$ cat src/sv/bm3_pkg.sv
// Shared types, constants and helper functions for the 3x3 border-aware box mean.
// Used by bm3_ctrl, bm3_datapath and the top level box_mean_3x3_border_aware.
// Depends on nothing.
package bm3_pkg;

   // Default capacity of the line stores and of the row counter.
   localparam int MAX_WIDTH_DEF  = 1024;
   localparam int MAX_HEIGHT_DEF = 1024;

   // Field widths.
   localparam int PIX_W  = 8;
   localparam int POS_W  = 10;
   localparam int SIZE_W = 11;

   // Size registers come out of reset at 64 pixels by 64 rows.
   localparam logic [SIZE_W-1:0] SIZE_RESET = 11'd64;

   // Configuration register indexes.
   localparam int                 CSR_IDX_W        = 2;
   localparam logic [CSR_IDX_W-1:0] CSR_IMAGE_WIDTH  = 2'd0;
   localparam logic [CSR_IDX_W-1:0] CSR_IMAGE_HEIGHT = 2'd1;

   // Window sum, neighbor count and reciprocal scaling.
   localparam int SUM_W       = 12;   // nine pixels of 8 bits
   localparam int CNT_W       = 4;    // neighbor count 1..9
   localparam int RECIP_W     = 17;
   localparam int RECIP_SHIFT = 16;
   localparam int PROD_W      = SUM_W + RECIP_W;

   // Number of candidate results per input pixel.
   localparam int NUM_CAND = 4;

   // ceil(2^16 / d). For every sum below 4096 the product, shifted right by
   // 16, equals the truncated quotient, since the rounding error of each
   // entry times 4096 stays below 2^16.
   function automatic logic [RECIP_W-1:0] recip(input logic [CNT_W-1:0] cnt);
      logic [RECIP_W-1:0] r;
      r = '0;
      case (cnt)
         4'd1:    r = 17'd65536;
         4'd2:    r = 17'd32768;
         4'd3:    r = 17'd21846;
         4'd4:    r = 17'd16384;
         4'd5:    r = 17'd13108;
         4'd6:    r = 17'd10923;
         4'd7:    r = 17'd9363;
         4'd8:    r = 17'd8192;
         4'd9:    r = 17'd7282;
         default: r = '0;
      endcase
      return r;
   endfunction

   // Commands from the controller to the datapath.
   typedef struct packed {
      logic       take;       // pixel transaction accepted this cycle
      logic       rd_en;      // read one window column from the line stores
      logic [1:0] rd_phase;   // which of the three window columns
      logic       mul_en;     // scale the window sum by the reciprocal
      logic       load_out;   // load the result register
      logic       sel_col;    // result column is the current column (else one left)
      logic       sel_row;    // result row is the current row (else one up)
      logic       last;       // final result caused by this pixel
   } cmd_type;

   // Status from the datapath to the controller.
   typedef struct packed {
      logic [NUM_CAND-1:0] cand;      // results the next pixel will cause
      logic                out_busy;  // result register full and not taken
   } status_type;

endpackage

$ cat src/sv/bm3_ctrl.sv
// Controller of the box mean: accepts pixels and walks the results each pixel
// causes through read, accumulate, scale and output steps.
// Depends on bm3_pkg.
module bm3_ctrl (
   input  logic                clock,
   input  logic                reset,
   input  logic                req_valid,
   output logic                req_ready,
   input  bm3_pkg::status_type status,
   output bm3_pkg::cmd_type    cmd
);

   localparam logic [2:0] ST_IDLE  = 3'd0;
   localparam logic [2:0] ST_READ  = 3'd1;
   localparam logic [2:0] ST_DRAIN = 3'd2;
   localparam logic [2:0] ST_MUL   = 3'd3;
   localparam logic [2:0] ST_OUT   = 3'd4;

   localparam int NC = bm3_pkg::NUM_CAND;

   logic [2:0]    state_ff, state_in;
   logic [1:0]    phase_ff, phase_in;
   logic [NC-1:0] pend_ff, pend_in;
   logic [NC-1:0] first;

   // Results go out lowest candidate first.
   assign first = pend_ff & (~pend_ff + NC'(1));

   always_comb begin
      state_in     = state_ff;
      phase_in     = phase_ff;
      pend_in      = pend_ff;
      req_ready    = 1'b0;
      cmd          = '0;
      cmd.sel_col  = first[1] || first[3];
      cmd.sel_row  = first[2] || first[3];
      cmd.last     = (pend_ff & ~first) == '0;
      cmd.rd_phase = phase_ff;
      unique case (state_ff)
         ST_IDLE: begin
            req_ready = 1'b1;
            if (req_valid) begin
               cmd.take = 1'b1;
               pend_in  = status.cand;
               phase_in = 2'd0;
               if (status.cand != '0) begin
                  state_in = ST_READ;
               end
            end
         end
         ST_READ: begin
            cmd.rd_en = 1'b1;
            if (phase_ff == 2'd2) begin
               phase_in = 2'd0;
               state_in = ST_DRAIN;
            end else begin
               phase_in = phase_ff + 2'd1;
            end
         end
         ST_DRAIN: begin
            state_in = ST_MUL;
         end
         ST_MUL: begin
            cmd.mul_en = 1'b1;
            state_in   = ST_OUT;
         end
         ST_OUT: begin
            if (!status.out_busy) begin
               cmd.load_out = 1'b1;
               pend_in      = pend_ff & ~first;
               phase_in     = 2'd0;
               state_in     = cmd.last ? ST_IDLE : ST_READ;
            end
         end
         default: begin
            state_in = ST_IDLE;
         end
      endcase
   end

   always_ff @(posedge clock) begin
      if (reset) begin
         state_ff <= ST_IDLE;
         phase_ff <= 2'd0;
         pend_ff  <= '0;
      end else begin
         state_ff <= state_in;
         phase_ff <= phase_in;
         pend_ff  <= pend_in;
      end
   end

   // Work is only ever under way while some result is still owed.
   a_pending_when_busy: assert property (@(posedge clock) disable iff (reset)
      (state_ff != ST_IDLE) |-> (pend_ff != '0))
      else $error("controller busy with no result pending");

   // The last window column is only drained after it was read.
   a_drain_after_read: assert property (@(posedge clock) disable iff (reset)
      (state_ff == ST_DRAIN) |-> (($past(state_ff) == ST_READ) &&
                                  ($past(phase_ff) == 2'd2)))
      else $error("drain step without a completed column read");

   // A new pixel always starts its first window at column phase zero.
   a_idle_phase: assert property (@(posedge clock) disable iff (reset)
      (state_ff == ST_IDLE) |-> (phase_ff == 2'd0))
      else $error("column phase not cleared while idle");

endmodule

$ cat config.mk
export PLATFORM = sky130hd
export DESIGN_NAME = bm3_ctrl
export DESIGN_NICKNAME = d
export VERILOG_FILES = /design/src/sv/bm3_pkg.sv /design/src/sv/bm3_ctrl.sv
export SDC_FILE = /design/constraint.sdc
export NUM_CORES = 1
export LEC_CHECK = 0
export BUFFER_PORTS_ARGS = -buffer_cell sky130_fd_sc_hd__buf_2
export CORE_MARGIN = 4
export CORE_UTILIZATION = 40
export DETAILED_ROUTE_END_ITERATION = 16
export SLEW_MARGIN = 40
export SYNTH_ARGS = -nofsm -noshare
export SYNTH_HDL_FRONTEND = slang
export SYNTH_SLANG_ARGS = --single-unit
$ cat constraint.sdc
create_clock -name clock -period 1.5 [get_ports clock]
set_input_delay 0.3 -clock clock [delete_from_list [all_inputs] [get_ports clock]]
set_output_delay 0.3 -clock clock [all_outputs]
set_load 0.1 [all_outputs]
# After elaboration in Yosys (flattened, before gate mapping)
# Cells that the tools add are included.
[totals] reg_bits=9 input_bits=8 output_inout_bits=10 word_cells=48
[op_classes] add_sub_neg=2 eq_ne=9 n_mux=20 bitwise=4 n_reduce_logical=10
[ops] operator="$pmux 3 s5" count=1
[ops] operator="$mux 3" count=4
[ops] operator="$and 4x4->4" count=2
[ops] operator="$mux 1" count=8
[ops] operator="$mux 4" count=2
[ops] operator="$ne 2x2->1 const B" count=4
[ops] operator="$not 4->4" count=2
[ops] operator="$pmux 4 s2" count=1
[ops] operator="$eq 3x2->1 const B" count=2
[ops] operator="$mux 2" count=3
[ops] operator="$pmux 2 s3" count=1
[ops] operator="$reduce_and 3->1" count=2
[ops] operator="$add 4x1->4 const B" count=1
[ops] operator="$logic_not 4->1" count=1
[ops] operator="$reduce_and 4->1" count=1
[ops] operator="$reduce_bool 4->1" count=1
[ops] operator="$eq 3x1->1 const B" count=1
[ops] operator="$eq 3x3->1 const B" count=1
[ops] operator="$logic_not 3->1" count=1
[ops] operator="$reduce_bool 3->1" count=1
[ops] operator="$add 2x1->2 const B" count=1
[ops] operator="$eq 2x2->1 const B" count=1
[ops] operator="$logic_or 1x1->1" count=2
[ops] operator="$reduce_bool 2->1" count=1

# Longest topological paths before layout
[logic_depth] ltp_word=9 mapped_depth=6 depth_no_buf=4

# Worst setup path before layout
# No wires, ideal clock.
[synth_path] path_kind="reg2out" start="register pend_ff[1]" end="output port cmd[0] in the netlist's numbering" arrival_time_ns=2.718 t_required_ns=1.200 setup_slack_ns=-1.518 stages_incl_launch_ff=5 n_path_buf=1 path_cell_list="dfxtp_1 > clkbuf_1 > a21oi_1 > nor2_1 > o21ai_0"
[synth_rtl] element="start, declared" line="bm3_ctrl.sv:23" rtl="logic [NC-1:0] pend_ff, pend_in;"
[synth_rtl] element="start signal, assigned" line="bm3_ctrl.sv:89" rtl="pend_ff <= pend_in;"
[synth_rtl] element="end, declared" line="bm3_ctrl.sv:10" rtl="output bm3_pkg::cmd_type cmd"

==> results.ini <==
[synthesis]
synth.avg_cell_area_um2 = 7.79
synth_enable_flop_cells = 0
synth_most_common_cell = dfxtp_1
synth-seq-area-share = 0.312
synthSimpleGateAreaFrac = 0.325
syn_inst = 74
synthDominantCellAreaShare = 0.312
synth_nets = 82
synthXorXnorAreaFrac = 0
synthFlopType = dfxtp_1
synth_cell_types = 31
synth_area_leaders = dfxtp_1 (31%), a21oi_1 (6.1%), nor2b_1 (5.4%), o21ai_0 (5.2%), nor2_1 (5.2%)
yosysWarnings = 0
synthAdderAreaFrac = 0.0174
synth_area_um2 = 577
async_flop_share = 0
ys_ff_latch = 9
synth_top_family_by_area = simple AND/OR/NAND/NOR gates
yosys.area.top_type = dfxtp_1
synth_common_cells = dfxtp_1 (9), nor2_1 (8), a21oi_1 (7)
synthMuxAreaShare = 0
synth-compound-area-share = 0.256

[cts]
path_clk_slew_ns = 0.07
postCtsHoldBufs = 0
ctsRootBufferMaster = clkbuf_4
cts_buffers = 3
clk_path_buf_depth = 2
clock-sinks = 9
clk_latency_ns = 0.27
htree_num_levels = 1
cts_tree = yes

[drt]
wl_per_cell_um = 14.2
routed_wirelength_um = 1680
drt_pass1_iterations = 4
vias = 661
route.detailed.drc = 0
via_per_inst = 5.60
drtAntennaViolNets = 0
drtIter0Drc = 12

[setup_path]
crit_fanout = 5
worst_path_max_delay_cell = or3_4
critPathTopFamily = simple AND/OR/NAND/NOR gates
critPathBufInv = 1
start_kind = flop
timing.critical_path.cells = or3_4 -> o21ai_2 -> buf_12
arrival_ns = 1.27
regToRegStartpoint = state_ff[2]$_SDFFE_PP0P_
r2r.worst_path.cells = 5
worst_path_largest_cell_delay_ns = 0.38
crit_type = reg -> out
endpoint_kind = output pin
reg2reg_to = phase_ff[0]$_SDFFE_PP0P_
required_ns = 1.20
r2r_slack_ns = 0.06

[finish]
final_area_um2 = 1020
drive_above_1_share = 0.592
nNetsFinal = 112
diodes = 0
area_delta_synth_final_pct = 76.6

[placed_design]
hpwlAfterDp_um = 1050
io_buffers = 17
placed_cell_area_um2 = 842
place_ws_ns = 0.0629
globalplace.congestion = 0.750

[sta]
setup_ws_ns = -0.0737
finalCriticalPeriod_ns = 1.57
worstMarginPinSlew_ns = 0.491
rsz0062_at_grt = yes
max_freq_mhz = 635
period_share = 1.05
slew-limit-headroom = 0.675
setup_tns_ns = -0.143
final-hold-violation-count = 0
setup_viol = 3
maxSlewViolCount = 0
fin_skew_ns = 0.00736

[global_routing]
antenna_found_initial = 0
gr-usage-met2 = 0.234
grt_first_pass_wirelength_um = 2590
grtUsageMet1 = 0.250
top_usage_layer = met1
grt_max_degree = 11
grtUsageMet3 = 0.0711
grt_remaining_overflow = 0
grt_pass1_vias = 557
track_usage = 0.177

[power]
vdd_drop_max_mv = 0.740
p_per_area_nw_per_um2 = 785
total_power_w = 0.000799
leakagePower_nw = 0.427

[floorplan]
io_pins = 18
dieHeight_um = 46.0
die-area_um2 = 2110
dieWidth_um = 46.0
start_util = 0.432
fp-row-count = 13
core_um2 = 1330

[hold_path]
min_path_type = in -> reg
hp-start = status[4]
holdPathEnd = pend_ff[3]$_SDFFE_PP0P_
holdPathStages = 3

[status]
status = finished with violations
failed_checks = negative setup slack

[flow_run]
cap_viol_max_count = 0

[layout make-up]
cell class                 count  area [um2]
multi-input combinational     56         432
clock buffer                   3        22.5
timing repair buffer          33         337
tap                           15        18.8
fill                          87         315
clock inverter                 1        5.00
sequential                     9         200
inverter                       1        3.75
[timing repair]
item | CTS | global route
endpoints found under the hold margin | 0 | 0
pin swaps | 4 | 5
resized for setup | 16 | 5
endpoints found under the setup margin | 8 | 9
setup buffers | 7 | 5
[power by group]
group	leakage, nW	switching (W)	internal [W]
Clock	0.0177	0.0000988	0.0000988
Sequential	0.0782	0.0000278	0.000249
Combinational	0.331	0.000198	0.000128
[registers in the layout, indices dropped and copies added (netlist names)]
register  flops
pend_ff       4
state_ff      3
phase_ff      2
[worst max path at each step]
stage                                           to  cells after the start                startpoint
after floorplan           phase_ff[0]$_SDFFE_PP0P_                      4  state_ff[0]$_SDFFE_PP0P_
after global placement                      cmd[8]                      4                 req_valid
after detailed placement                    cmd[8]                      4                 req_valid
after CTS                                   cmd[0]                      3   pend_ff[2]$_SDFFE_PP0P_
after global routing                        cmd[0]                      5   pend_ff[2]$_SDFFE_PP0P_
final                                       cmd[0]                      3   pend_ff[2]$_SDFFE_PP0P_
[metal layers]
layer  part of all wire  vias up
li1                   -      324
met1               0.45      313
met2               0.46       22
met3              0.076        2
met4              0.010        0
met5                  0        -
[kinds of logic (layout without fill, tap and decap cells)]
family,after synthesis,after routing
buffers and inverters,9,38
DFF,9,9
adders and majority gates,1,1
AOI/OAI and AO/OA,24,24
and+or+nand+nor,31,31
[metrics by stage]
step,hold slack (ns),std cells,util
detailed placement,0.498,102,0.631
CTS,0.264,113,0.723
finish,0.274,118,0.764
global route,0.275,118,0.764
global placement,0.504,102,0.631
floorplan,0.433,74,-
[cell usage in the layout (no fill, tap or decap), types with 2 or more instances in the layout]
cell and n:
buf_2 9, a21oi_2 2, nor2_4 3, o21ai_0 4
o22ai_1 2, buf_4 13, dfxtp_2 4, a22oi_1 2
a31oi_1 2, clkbuf_4 3, nor2_1 5, buf_6 3
a21oi_1 5, nand2_1 3, dfxtp_4 4, buf_12 8
nor3_4 3, nor2b_1 4
[tightest hold or removal path, stage by stage]
cell and delay, ns:
buf_2 0.10, nand2_1 0.05, a21oi_1 0.05
(Power assumes the default switching activity.)
